--- config.mk ---
export PLATFORM = sky130hd
export DESIGN_NAME = window_sum_patch_trigger_top
export DESIGN_NICKNAME = d
export VERILOG_FILES = /design/src/hdl/wsptr_pkg.sv /design/src/hdl/window_sum_patch_trigger_top.sv /design/src/hdl/wsptr_cell.sv /design/src/hdl/wsptr_ofifo.sv
export SDC_FILE = /design/constraint.sdc
export NUM_CORES = 1
export LEC_CHECK = 0
export ABC_AREA = 0
export BUFFER_PORTS_ARGS = -buffer_cell sky130_fd_sc_hd__buf_4
export CORE_UTILIZATION = 50
export DETAILED_ROUTE_END_ITERATION = 10
export PLACE_DENSITY_LB_ADDON = 0.1
export SYNTH_ARGS = -nofsm -noshare
export SYNTH_HDL_FRONTEND = slang
export SYNTH_SLANG_ARGS = --single-unit
--- constraint.sdc ---
create_clock -name clk -period 9 [get_ports clk]
set_clock_uncertainty 0.2 [all_clocks]
set_input_delay 0.9 -clock clk [delete_from_list [all_inputs] [get_ports clk]]
set_output_delay 0.9 -clock clk [all_outputs]
set_load 0.02 [all_outputs]
--- src/hdl/wsptr_pkg.sv ---
// shared types and constants for the 2x2 window sum trigger
package wsptr_pkg;

  // default geometry and sample width
  localparam int MAX_COLS_DEF = 64;
  localparam int MAX_ROWS_DEF = 1024;
  localparam int ADC_BITS_DEF = 12;

  // window is WIN_COLS columns wide and two rows high
  localparam int WIN_COLS = 2;
  localparam int MIN_DIM  = 2;

  // result field widths
  localparam int PCOL_W  = 6;
  localparam int PROW_W  = 10;
  localparam int PSUM_W  = 14;
  localparam int TBITS_W = 8;

  // register widths
  localparam int THR_W      = 14;
  localparam int BITPOS_W   = 3;
  localparam int NCOLS_W    = 7;
  localparam int NROWS_W    = 11;
  localparam int CFG_IDX_W  = 3;
  localparam int CFG_DATA_W = 14;

  // result queue depth
  localparam int OFIFO_DEPTH = 4;

  // register reset values
  localparam logic [THR_W-1:0]    THR_HIGH_RST = '0;
  localparam logic [THR_W-1:0]    THR_LOW_RST  = '0;
  localparam logic [BITPOS_W-1:0] HIGH_POS_RST = 3'd1;
  localparam logic [BITPOS_W-1:0] LOW_POS_RST  = 3'd0;
  localparam logic [NCOLS_W-1:0]  NUM_COLS_RST = 7'd64;
  localparam logic [NROWS_W-1:0]  NUM_ROWS_RST = 11'd64;

  typedef enum logic [CFG_IDX_W-1:0] {
    CFG_THR_HIGH = 3'd0,
    CFG_THR_LOW  = 3'd1,
    CFG_HIGH_POS = 3'd2,
    CFG_LOW_POS  = 3'd3,
    CFG_NUM_COLS = 3'd4,
    CFG_NUM_ROWS = 3'd5
  } cfg_idx_t;

  typedef struct packed {
    logic [PCOL_W-1:0]  col;
    logic [PROW_W-1:0]  row;
    logic [PSUM_W-1:0]  sum;
    logic [TBITS_W-1:0] bits;
  } patch_t;

endpackage

--- src/hdl/window_sum_patch_trigger_top.sv ---
// 2x2 window sum trigger: line buffer, chain of window column cells, result queue
// a completed window is compared from the registered window cells and pushed into the result queue, which drives out_*
// throughput: one pixel per cycle while in_ready is high, set by the single-write line buffer and the window cell shift
// in_ready drops only when the result queue plus the compare stage could overflow
// reset (synchronous, rst_n low) clears counters, window cells, queue and registers to defaults
// the line buffer is not cleared; each entry is written during row 0 before it is read
module window_sum_patch_trigger_top #(
  parameter int MAX_COLS = wsptr_pkg::MAX_COLS_DEF,
  parameter int MAX_ROWS = wsptr_pkg::MAX_ROWS_DEF,
  parameter int ADC_BITS = wsptr_pkg::ADC_BITS_DEF
) (
  input  logic                             clk,
  input  logic                             rst_n,
  input  logic                             in_valid,
  output logic                             in_ready,
  input  logic [ADC_BITS-1:0]              in_adc,
  input  logic                             in_frame_start,
  output logic                             out_valid,
  input  logic                             out_ready,
  output logic [wsptr_pkg::PCOL_W-1:0]     out_patch_col,
  output logic [wsptr_pkg::PROW_W-1:0]     out_patch_row,
  output logic [wsptr_pkg::PSUM_W-1:0]     out_patch_sum,
  output logic [wsptr_pkg::TBITS_W-1:0]    out_trigger_bits,
  input  logic                             cfg_wr_en,
  input  logic [wsptr_pkg::CFG_IDX_W-1:0]  cfg_index,
  input  logic [wsptr_pkg::CFG_DATA_W-1:0] cfg_data
);

  localparam int CCW   = (MAX_COLS > 1) ? $clog2(MAX_COLS) : 1;
  localparam int RCW   = (MAX_ROWS > 1) ? $clog2(MAX_ROWS) : 1;
  localparam int CLW   = (CCW + 1 > wsptr_pkg::NCOLS_W) ? CCW + 1 : wsptr_pkg::NCOLS_W;
  localparam int RLW   = (RCW + 1 > wsptr_pkg::NROWS_W) ? RCW + 1 : wsptr_pkg::NROWS_W;
  localparam int WIN   = wsptr_pkg::WIN_COLS;
  localparam int SW    = ADC_BITS + $clog2(2 * WIN);
  localparam int THW   = wsptr_pkg::THR_W;
  localparam int SCW   = (SW > THW) ? SW : THW;
  localparam int PCW   = wsptr_pkg::PCOL_W;
  localparam int PRW   = wsptr_pkg::PROW_W;
  localparam int PSW   = wsptr_pkg::PSUM_W;
  localparam int TBW   = wsptr_pkg::TBITS_W;
  localparam int BPW   = wsptr_pkg::BITPOS_W;
  localparam int NCW   = wsptr_pkg::NCOLS_W;
  localparam int NRW   = wsptr_pkg::NROWS_W;
  localparam int DEPTH = wsptr_pkg::OFIFO_DEPTH;
  localparam int FCW   = $clog2(DEPTH+1);

  // configuration registers
  logic [THW-1:0] thr_high_r;
  logic [THW-1:0] thr_low_r;
  logic [BPW-1:0] high_pos_r;
  logic [BPW-1:0] low_pos_r;
  logic [NCW-1:0] num_cols_r;
  logic [NRW-1:0] num_rows_r;

  always_ff @(posedge clk) begin
    if (!rst_n) begin
      thr_high_r <= wsptr_pkg::THR_HIGH_RST;
      thr_low_r  <= wsptr_pkg::THR_LOW_RST;
      high_pos_r <= wsptr_pkg::HIGH_POS_RST;
      low_pos_r  <= wsptr_pkg::LOW_POS_RST;
      num_cols_r <= wsptr_pkg::NUM_COLS_RST;
      num_rows_r <= wsptr_pkg::NUM_ROWS_RST;
    end else if (cfg_wr_en) begin
      unique case (cfg_index)
        wsptr_pkg::CFG_THR_HIGH: thr_high_r <= cfg_data[THW-1:0];
        wsptr_pkg::CFG_THR_LOW:  thr_low_r  <= cfg_data[THW-1:0];
        wsptr_pkg::CFG_HIGH_POS: high_pos_r <= cfg_data[BPW-1:0];
        wsptr_pkg::CFG_LOW_POS:  low_pos_r  <= cfg_data[BPW-1:0];
        wsptr_pkg::CFG_NUM_COLS: num_cols_r <= cfg_data[NCW-1:0];
        wsptr_pkg::CFG_NUM_ROWS: num_rows_r <= cfg_data[NRW-1:0];
        default: ;
      endcase
    end
  end

  // geometry, saturated into the supported range
  logic [CLW-1:0] ncols_e, cols_c;
  logic [RLW-1:0] nrows_e, rows_c;

  always_comb begin
    ncols_e = CLW'(num_cols_r);
    nrows_e = RLW'(num_rows_r);
    if (ncols_e < CLW'(wsptr_pkg::MIN_DIM)) begin
      cols_c = CLW'(wsptr_pkg::MIN_DIM);
    end else if (ncols_e > CLW'(MAX_COLS)) begin
      cols_c = CLW'(MAX_COLS);
    end else begin
      cols_c = ncols_e;
    end
    if (nrows_e < RLW'(wsptr_pkg::MIN_DIM)) begin
      rows_c = RLW'(wsptr_pkg::MIN_DIM);
    end else if (nrows_e > RLW'(MAX_ROWS)) begin
      rows_c = RLW'(MAX_ROWS);
    end else begin
      rows_c = nrows_e;
    end
  end

  // position tracking
  logic [CCW-1:0] col_count_r, col_count_nxt;
  logic [RCW-1:0] row_count_r, row_count_nxt;
  logic           frame_done_r, frame_done_nxt;
  logic           in_acc, proc;
  logic [CCW-1:0] cur_c;
  logic [RCW-1:0] cur_r;
  logic           cur_done;
  logic [CLW-1:0] col_inc;
  logic [RLW-1:0] row_inc;
  logic           wrap_c, wrap_r;

  assign in_acc   = in_valid && in_ready;
  assign cur_c    = in_frame_start ? '0 : col_count_r;
  assign cur_r    = in_frame_start ? '0 : row_count_r;
  assign cur_done = in_frame_start ? 1'b0 : frame_done_r;
  assign proc     = in_acc && !cur_done;
  assign col_inc  = CLW'(cur_c) + CLW'(1);
  assign row_inc  = RLW'(cur_r) + RLW'(1);
  assign wrap_c   = (col_inc >= cols_c);
  assign wrap_r   = (row_inc >= rows_c);

  always_comb begin
    col_count_nxt  = col_count_r;
    row_count_nxt  = row_count_r;
    frame_done_nxt = frame_done_r;
    if (proc) begin
      if (wrap_c) begin
        col_count_nxt = '0;
        if (wrap_r) begin
          row_count_nxt  = '0;
          frame_done_nxt = 1'b1;
        end else begin
          row_count_nxt  = RCW'(row_inc);
          frame_done_nxt = 1'b0;
        end
      end else begin
        col_count_nxt  = CCW'(col_inc);
        row_count_nxt  = cur_r;
        frame_done_nxt = 1'b0;
      end
    end
  end

  always_ff @(posedge clk) begin
    if (!rst_n) begin
      col_count_r  <= '0;
      row_count_r  <= '0;
      frame_done_r <= 1'b0;
    end else begin
      col_count_r  <= col_count_nxt;
      row_count_r  <= row_count_nxt;
      frame_done_r <= frame_done_nxt;
    end
  end

  // line buffer: registered reads at the next column and at column zero,
  // with bypass when the same entry is written in the same cycle
  logic [ADC_BITS-1:0] line_mem [MAX_COLS];
  logic [ADC_BITS-1:0] above_r;
  logic [ADC_BITS-1:0] above0_r;
  logic [ADC_BITS-1:0] above;

  always_ff @(posedge clk) begin
    if (proc) begin
      line_mem[cur_c] <= in_adc;
    end
    if (proc && (cur_c == col_count_nxt)) begin
      above_r <= in_adc;
    end else begin
      above_r <= line_mem[col_count_nxt];
    end
    if (proc && (cur_c == '0)) begin
      above0_r <= in_adc;
    end else begin
      above0_r <= line_mem[0];
    end
  end

  assign above = in_frame_start ? above0_r : above_r;

  // chain of window column cells, newest column in cell 0
  logic [ADC_BITS-1:0] cell_top [WIN];
  logic [ADC_BITS-1:0] cell_bot [WIN];
  logic [ADC_BITS:0]   cell_sum [WIN];

  for (genvar k = 0; k < WIN; k++) begin : g_cell
    if (k == 0) begin : g_head
      wsptr_cell #(.DW(ADC_BITS)) u_cell (
        .clk      (clk),
        .rst_n    (rst_n),
        .shift_en (proc),
        .top_in   (above),
        .bot_in   (in_adc),
        .top_q    (cell_top[k]),
        .bot_q    (cell_bot[k]),
        .col_sum  (cell_sum[k])
      );
    end else begin : g_link
      wsptr_cell #(.DW(ADC_BITS)) u_cell (
        .clk      (clk),
        .rst_n    (rst_n),
        .shift_en (proc),
        .top_in   (cell_top[k-1]),
        .bot_in   (cell_bot[k-1]),
        .top_q    (cell_top[k]),
        .bot_q    (cell_bot[k]),
        .col_sum  (cell_sum[k])
      );
    end
  end

  // position of the window that the cells now hold
  logic           s1_valid_r;
  logic           s1_win_r;
  logic [PCW-1:0] s1_col_r;
  logic [PRW-1:0] s1_row_r;

  always_ff @(posedge clk) begin
    if (!rst_n) begin
      s1_valid_r <= 1'b0;
    end else begin
      s1_valid_r <= proc;
    end
  end

  always_ff @(posedge clk) begin
    if (proc) begin
      s1_win_r <= (cur_c != '0) && (cur_r != '0);
      s1_col_r <= PCW'(cur_c - CCW'(1));
      s1_row_r <= PRW'(cur_r - RCW'(1));
    end
  end

  // window sum and threshold compare
  logic [SW-1:0]     win_sum;
  logic [SCW-1:0]    sum_e;
  logic [TBW-1:0]    bits;
  logic              emit;
  wsptr_pkg::patch_t push_data;

  always_comb begin
    win_sum = '0;
    for (int k = 0; k < WIN; k++) begin
      win_sum = win_sum + SW'(cell_sum[k]);
    end
    sum_e = SCW'(win_sum);
    bits  = '0;
    if (sum_e > SCW'(thr_high_r)) begin
      bits[high_pos_r] = 1'b1;
    end
    if (sum_e > SCW'(thr_low_r)) begin
      bits[low_pos_r] = 1'b1;
    end
  end

  assign emit           = s1_valid_r && s1_win_r && (bits != '0);
  assign push_data.col  = s1_col_r;
  assign push_data.row  = s1_row_r;
  assign push_data.sum  = PSW'(win_sum);
  assign push_data.bits = bits;

  // result queue
  wsptr_pkg::patch_t head;
  logic [FCW-1:0]    fifo_count;
  logic [FCW:0]      occupancy;

  wsptr_ofifo #(.DEPTH(DEPTH)) u_ofifo (
    .clk       (clk),
    .rst_n     (rst_n),
    .push      (emit),
    .push_data (push_data),
    .pop       (out_ready),
    .not_empty (out_valid),
    .head      (head),
    .count     (fifo_count)
  );

  // room for the queued results, the one in the compare stage and a new one
  assign occupancy = (FCW+1)'(fifo_count) + (FCW+1)'(s1_valid_r);
  assign in_ready  = (occupancy < (FCW+1)'(DEPTH));

  assign out_patch_col    = head.col;
  assign out_patch_row    = head.row;
  assign out_patch_sum    = head.sum;
  assign out_trigger_bits = head.bits;

endmodule

--- src/hdl/wsptr_cell.sv ---
// one window column cell: holds the above/current pixel pair and its column sum
module wsptr_cell #(
  parameter int DW = wsptr_pkg::ADC_BITS_DEF
) (
  input  logic          clk,
  input  logic          rst_n,
  input  logic          shift_en,
  input  logic [DW-1:0] top_in,
  input  logic [DW-1:0] bot_in,
  output logic [DW-1:0] top_q,
  output logic [DW-1:0] bot_q,
  output logic [DW:0]   col_sum
);

  logic [DW-1:0] top_r;
  logic [DW-1:0] bot_r;

  always_ff @(posedge clk) begin
    if (!rst_n) begin
      top_r <= '0;
      bot_r <= '0;
    end else if (shift_en) begin
      top_r <= top_in;
      bot_r <= bot_in;
    end
  end

  assign top_q   = top_r;
  assign bot_q   = bot_r;
  assign col_sum = {1'b0, top_r} + {1'b0, bot_r};

endmodule

--- src/hdl/wsptr_ofifo.sv ---
// small result queue between the window pipeline and the output channel
module wsptr_ofifo #(
  parameter int DEPTH = wsptr_pkg::OFIFO_DEPTH
) (
  input  logic                       clk,
  input  logic                       rst_n,
  input  logic                       push,
  input  wsptr_pkg::patch_t          push_data,
  input  logic                       pop,
  output logic                       not_empty,
  output wsptr_pkg::patch_t          head,
  output logic [$clog2(DEPTH+1)-1:0] count
);

  localparam int PW = (DEPTH > 1) ? $clog2(DEPTH) : 1;
  localparam int CW = $clog2(DEPTH+1);

  wsptr_pkg::patch_t entry_r [DEPTH];
  logic [PW-1:0] wr_ptr_r, wr_ptr_nxt;
  logic [PW-1:0] rd_ptr_r, rd_ptr_nxt;
  logic [CW-1:0] count_r, count_nxt;
  logic          do_pop;

  assign do_pop = pop && (count_r != '0);

  always_comb begin
    wr_ptr_nxt = wr_ptr_r;
    rd_ptr_nxt = rd_ptr_r;
    count_nxt  = count_r;
    if (push) begin
      wr_ptr_nxt = (wr_ptr_r == PW'(DEPTH-1)) ? '0 : wr_ptr_r + PW'(1);
    end
    if (do_pop) begin
      rd_ptr_nxt = (rd_ptr_r == PW'(DEPTH-1)) ? '0 : rd_ptr_r + PW'(1);
    end
    if (push && !do_pop) begin
      count_nxt = count_r + CW'(1);
    end else if (!push && do_pop) begin
      count_nxt = count_r - CW'(1);
    end
  end

  always_ff @(posedge clk) begin
    if (!rst_n) begin
      wr_ptr_r <= '0;
      rd_ptr_r <= '0;
      count_r  <= '0;
    end else begin
      wr_ptr_r <= wr_ptr_nxt;
      rd_ptr_r <= rd_ptr_nxt;
      count_r  <= count_nxt;
    end
  end

  always_ff @(posedge clk) begin
    if (push) begin
      entry_r[wr_ptr_r] <= push_data;
    end
  end

  assign not_empty = (count_r != '0);
  assign head      = entry_r[rd_ptr_r];
  assign count     = count_r;

endmodule

; ---- Yosys cells after proc, flatten, opt, wreduce, memory -nomap -nowiden
; Memory sizes are Yosys's and may differ from the RTL's. A register that Yosys moved wholly into a read port is not among the register bits.
; Cells that the tools add are included.
[classes]
n_eq_ne = 7
bitwise = 1
n_lt_le_gt_ge = 13
muxes = 30
add_sub_neg = 12
n_reduce_logical = 25
[op_table]
columns = op, count
row1 = $mux W10, 3
row2 = $gt A14 B14 Y1, 2
row3 = $add A12 B12 Y13, 2
row4 = $mux W11, 2
row5 = $mux W6, 3
row6 = $mux W8, 2
row7 = $add A13 B13 Y14, 1
row8 = $mux W7, 2
row9 = $mux W12, 1
row10 = $reduce_and A2 Y1, 6
row11 = $add A10 B1 Y11 const B, 1
row12 = $ge A11 B11 Y1, 1
row13 = $gt A11 B11 Y1 const B, 1
row14 = $lt A11 B2 Y1 const B, 1
row15 = $logic_and A1 B1 Y1, 10
row16 = $reduce_bool A10 Y1, 1
row17 = $sub A10 B1 Y10 const B, 1
row18 = $mux W1, 9
row19 = $lt A3 B4 Y1 const B, 2
row20 = $mux W2, 4
row21 = $or A8 B8 Y8, 1
row22 = $reduce_bool A8 Y1, 1
row23 = $add A6 B1 Y7 const B, 1
row24 = $ge A7 B7 Y1, 1
row25 = 20 further kinds, 29
[totals]
input_bits = 35
regBits = 142
ram_bits = 920
word_cells = 110
out_inout_bits = 40
memories = 2
[mem_list]
columns = memory, words, word_bits, read_ports, rd_ports_with_merged_regs, write_ports, line_no
row1 = line_mem, 64, 12, 2, 2, 1, window_sum_patch_trigger_top.sv:157  ; logic [ADC_BITS-1:0] line_mem [MAX_COLS];
row2 = u_ofifo.entry_r, 4, 38, 1, 1, 1, wsptr_ofifo.sv:18  ; wsptr_pkg::patch_t entry_r [DEPTH];

; ---- Depth between registers and ports, before layout
[depth]
word_depth = 13
depth_mapped = 29
depth_no_buf = 29

; ---- Hierarchy
; A second synthesis with hierarchy kept.
[unflattened]
cells_unflattened = 3417
hier_area_um2 = 46240.6
[by_module_without_submodules]
columns = mod, cells_per_inst, seq_area_each_um2, n_inst, area_each_um2
row1 = window_sum_patch_trigger_top, 2854, 25214.2, 1, 37248.2
row2 = wsptr_ofifo, 243, 4744.6, 1, 5949.5
row3 = wsptr_cell, 160, 480.5, 2, 1521.5

; ---- Worst setup path before layout
; Ideal clock, no wire load.
[synth_path]
path_kind = reg2reg
startpoint = register g_cell[0].g_head.u_cell.top_r[1]
endpoint = memory u_ofifo.entry_r[3][0] (netlist bit) (enable)
stages_incl_launch_ff = 25
path_buffers = 0
required_ps = 8401
slack_ps = 2670
period_less_slack_ps = 6330
arrival_ps = 5731
setup_ps = 399
cell_sequence = dfxtp_1 inv_1 fa_1 fa_1 inv_1 ha_1 fa_1 a21o_1 a21oi_1 o21bai_1 a21oi_1 o21bai_1 a21oi_1 nor2_1 a211oi_1 xnor2_1 ha_1 a21o_1 a21o_1 a21oi_1 o21ai_0 mux2_2 o31ai_1 a21oi_1 and2_1
[synth_between]
elab_chain_len = 10
word_cells_on_any_way = 11
cone_classes = add/sub: 2 / order compare: 2 / mux: 4 / bitwise: 1 / reduce/logical: 2
[synth_lines]
columns = item, line_no
row1 = from (decl), wsptr_cell.sv:15  ; logic [DW-1:0] top_r;
row2 = from (signal assigned), wsptr_cell.sv:23  ; top_r <= top_in;
row3 = $add A12 B12 Y13 (*), wsptr_cell.sv:30  ; assign col_sum = {1'b0, top_r} + {1'b0, bot_r};
row4 = $add A13 B13 Y14 (*), window_sum_patch_trigger_top.sv:243  ; win_sum = win_sum + SW'(cell_sum[k]);
row5 = via sum_e[11], window_sum_patch_trigger_top.sv:235  ; logic [SCW-1:0] sum_e;
row6 = $gt A14 B14 Y1, window_sum_patch_trigger_top.sv:247  ; if (sum_e > SCW'(thr_high_r)) begin
row7 = $mux W8, window_sum_patch_trigger_top.sv:247
row8 = $or A8 B8 Y8 (no source line), n/a
row9 = $mux W8 (*), window_sum_patch_trigger_top.sv:250  ; if (sum_e > SCW'(thr_low_r)) begin
row10 = $reduce_bool A8 Y1 (*), window_sum_patch_trigger_top.sv:255  ; assign emit = s1_valid_r && s1_win_r && (bits != '0);
row11 = $logic_and A1 B1 Y1 (*), window_sum_patch_trigger_top.sv:255
row12 = via emit, window_sum_patch_trigger_top.sv:237  ; logic emit;
row13 = $mux W1 (*), wsptr_ofifo.sv:56  ; if (push) begin
row14 = $mux W1 (not written as such) (*), wsptr_ofifo.sv:57  ; entry_r[wr_ptr_r] <= push_data;
row15 = to (decl), wsptr_ofifo.sv:18
; Mark *: on every way through the listed nets, which the timed path passes. The rest lies on a longest branch.

; ---- Final worst setup path
[layout_path]
startpoint = register g_cell[0].g_head.u_cell.top_r[1]
endpoint = register u_ofifo.count_r[2], in the netlist u_ofifo.count[2]
[layout_between]
elab_chain_len = 11
word_cells_on_any_way = 14
cone_classes = add/sub: 2 / order compare: 2 / mux: 3 / bitwise: 1 / reduce/logical: 6
[layout_lines]
columns = item, line_no
row1 = $add A12 B12 Y13 (*), wsptr_cell.sv:30
row2 = $add A13 B13 Y14 (*), window_sum_patch_trigger_top.sv:243
row3 = via sum_e[13], window_sum_patch_trigger_top.sv:235
row4 = $gt A14 B14 Y1, window_sum_patch_trigger_top.sv:247
row5 = $mux W8, window_sum_patch_trigger_top.sv:247
row6 = $or A8 B8 Y8 (no source line), n/a
row7 = $mux W8 (*), window_sum_patch_trigger_top.sv:250
row8 = $reduce_bool A8 Y1 (*), window_sum_patch_trigger_top.sv:255
row9 = $logic_and A1 B1 Y1 (*), window_sum_patch_trigger_top.sv:255
row10 = via emit, window_sum_patch_trigger_top.sv:237
row11 = $logic_not A1 Y1, wsptr_ofifo.sv:38  ; end else if (!push && do_pop) begin
row12 = $logic_and A1 B1 Y1, wsptr_ofifo.sv:38
row13 = $reduce_bool A2 Y1 (no source line), n/a
row14 = to (signal assigned), wsptr_ofifo.sv:51  ; count_r <= count_nxt;
row15 = to (decl), wsptr_ofifo.sv:21  ; logic [CW-1:0] count_r, count_nxt;
; Marked as above.
; A chain may end at the register's enable or synchronous reset.

==> run summary <==
CP Launch Point -> g_cell[0].g_head.u_cell.top_q[1]$_SDFFE_PN0P_
Slew Limit Headroom -> 11.7%
Die Y -> 299 um
syn nets -> 3,289
count leader, synth -> edfxtp_1
Hold Fails Final Rpt -> 0
crit path DAT -> 7.43 ns
Warnings, synthesis -> 0
Post-synth ARST share -> 0%
hold crit path type -> reg -> reg
synthesized cell area -> 0.0440 mm2
vias in the first global route -> 26,254
GRT Total Usage -> 25.5%
fin crit share -> 78.3%
Setup Buffers After CTS -> 0
Final setup viols -> 0
Initial Utilization -> 50.6%
Placed Area -> 0.0460 mm2
synth cell count leaders -> edfxtp_1, nand2_1, a21oi_1
drt pass-1 iters -> 6
Critical Path RT -> 9.39 ns
fin crit period -> 7.05 ns
total power divided by cell area -> 251 mW/mm2
Placeable Area -> 0.0870 mm2
Die X -> 299 um
Clock Path Buffers -> 3
r2r endpoint -> u_ofifo.count[2]$_SDFFE_PN0P_
# hold bufs at CTS -> 0
Setup crit start kind -> register
WL final -> 113 mm
Resize count post-CTS -> 0
die area -> 0.0892 mm2
CTS Sinks -> 1,076
port bufs -> 74
post-synth cell types -> 71
Root Buffer -> clkbuf_16
Hold Path Stages -> 2
post-route cell area -> 0.0497 mm2
status -> finished clean
post-synthesis cell count -> 3,158
Wirelength per Cell -> 25.1 um
clk slew on worst S/H paths -> 0.06 ns
worst-case reg-to-reg path depth -> 27
cell taking the most area after synthesis -> edfxtp_1
io pins -> 75
flop-to-flop setup slack -> 1.95 ns
Post-synth EDFFs -> 937
HPWL Detailed -> 69.1 mm
largest net degree at the start of global routing -> 173
first-pass GRT wire length -> 169 mm
Critical Path Fanout Max -> 9
P&R area growth vs syn -> 12.9%
Fill cells -> 6,882
layout cells sized above 1 -> 13.8%
worst r2r src -> g_cell[0].g_head.u_cell.top_q[1]$_SDFFE_PN0P_
post-synthesis sequential area ratio -> 70.2%
RSZ-0062 raised after global routing -> false
vias per std cell -> 5.89
Top FF cell, synth -> edfxtp_1
total leakage power -> 16.8 nW
Final Non-Filler Cells -> 4,515
min-delay src -> g_cell[1].g_link.u_cell.top_q[2]$_SDFFE_PN0P_
max-slew violations -> 0
critical path type -> reg -> reg
max capacitance violation total -> 0
CTS tree -> yes
Peak Freq -> 142 MHz
final setup TNS -> 0 ns
CTS H-tree lvls -> 3
placed cells -> 4,303
synthesis-stage register bit count -> 1,076
post-synth top area share -> 63.9%
drt initial violations -> 2,682
hold slack final -> 0.254 ns
number of antenna violations at the first check in global routing -> 4
Setup crit end -> u_ofifo.count[2]$_SDFFE_PN0P_
DRC -> 0
worst-margin pin slew -> 1.32 ns
Peak VDD IR -> 0.250 mV
gpl congestion -> 0.912
total CTS buffers -> 111
Synth area leaders -> edfxtp_1, dfxtp_1, nand2_1, mux4_2, a21oi_1
ANT nets after route -> 0
Final #Nets -> 3,393
Vias -> 26,573
Setup crit end kind -> register
worst skew pair latency -> 0.70 ns
row count -> 108
Avg Inst Size Synth -> 13.9 um2
total power -> 12.5 mW
grt ovf -> 0
layout make-up:
cell class	instances	area [um2]	area share [%]
flip-flops and latches	1076	30900	62.2
multi-input cells	1797	12000	24.1
clock buffers	132	2920	5.87
well taps	1155	1450	2.91
repair buffers	163	1270	2.55
clock inverters	78	741	1.49
inverters	113	427	0.859
diodes	1	2.50	0.00504
stage by stage:
| step | utilization (%) | setup WS [ns] |
|---|---|---|
| floorplan | - | 2.67 |
| global placement | 52.9 | 1.68 |
| detailed placement | 52.9 | 1.66 |
| CTS | 57.1 | 1.89 |
| global route | 57.1 | 1.52 |
| finish | 57.1 | 1.95 |
cells by family after synthesis:
logic type | count (synthesis) | synth area share [%]
flip-flops | 1076 | 70.2
AND/OR/NAND/NOR | 1074 | 10.3
AO/OA/AOI/OAI | 439 | 6.65
buffers and inverters | 285 | 2.91
multiplexers | 159 | 6.12
adder cells (fa/ha/maj) | 96 | 3.16
XOR/XNOR | 29 | 0.594
layer usage:
metal  global-route usage (%)  share of wire (%)
met2                     41.8                 49
met5                        0              0.040
met4                     9.17                3.3
met3                     4.02                6.5
met1                     34.8                 42
power by group:
part | leakage (nW) | internal, mW | total (mW) | switching, mW
combinational | 5.53 | 0.781 | 2.20 | 1.42
clock | 1.80 | 2.66 | 4.59 | 1.93
sequential | 9.49 | 5.60 | 5.68 | 0.0835
worst max-delay path: stages, from the launching register on:
cell	delay, ns
dfxtp_1	0.34
inv_1	0.06
fa_1	0.49
fa_1	0.49
inv_1	0.04
ha_1	0.20
fa_1	0.45
a21o_1	0.19
a21oi_1	0.22
o21bai_1	0.09
a21oi_1	0.22
o21bai_1	0.09
a21oi_1	0.22
nor2_1	0.08
a211oi_1	0.40
a21oi_1	0.30
ha_1	0.38
nand4_1	0.10
o21ai_0	0.24
mux2_2	0.19
o31ai_1	0.12
a21oi_1	0.49
ha_1	0.29
inv_1	0.07
fa_1	0.38
xor2_1	0.17
or3_1	0.30
a21oi_1	0.14
flip-flops by register name, indices dropped and copies added, names as in the netlist, 3 cells and up, named ones only:
register / flops
u_ofifo.count: 3
thr_low_r: 14
col_count_r: 6
u_ofifo.entry_r: 152
high_pos_r: 3
s1_row_r: 10
g_cell.g_head.u_cell.bot_q: 12
nrows_e: 11
ncols_e: 7
g_cell.g_head.u_cell.top_q: 12
line_mem: 768
above_r: 12
thr_high_r: 14
s1_col_r: 6
low_pos_r: 3
g_cell.g_link.u_cell.top_q: 12
g_cell.g_link.u_cell.bot_q: 12
row_count_r: 10
worst min-delay path by stage:
stage	slack, ns	endpoint
final	0.25	g_cell[1].g_link.u_cell.top_q[2]$_SDFFE_PN0P_
after CTS	0.23	nrows_e[6]$_SDFFE_PN1P_
after detailed placement	0.25	g_cell[1].g_link.u_cell.bot_q[8]$_SDFFE_PN0P_
after global placement	0.24	g_cell[1].g_link.u_cell.bot_q[9]$_SDFFE_PN0P_
after global routing	0.26	nrows_e[6]$_SDFFE_PN1P_
after floorplan	0.24	g_cell[1].g_link.u_cell.bot_q[10]$_SDFFE_PN0P_
cell usage in the layout (no fill, tap or decap), types with 31 or more instances in the layout:
cell,instances
edfxtp_1,937
nand2_1,697
a21oi_1,205
buf_4,158
dfxtp_1,137
nor2_1,117
nand3_1,116
clkbuf_16,113
inv_1,109
mux4_2,88
ha_1,71
mux2i_1,70
nand4_1,57
a32oi_1,49
a2111oi_0,39
clkinv_2,31
(Power assumes the default switching activity.)
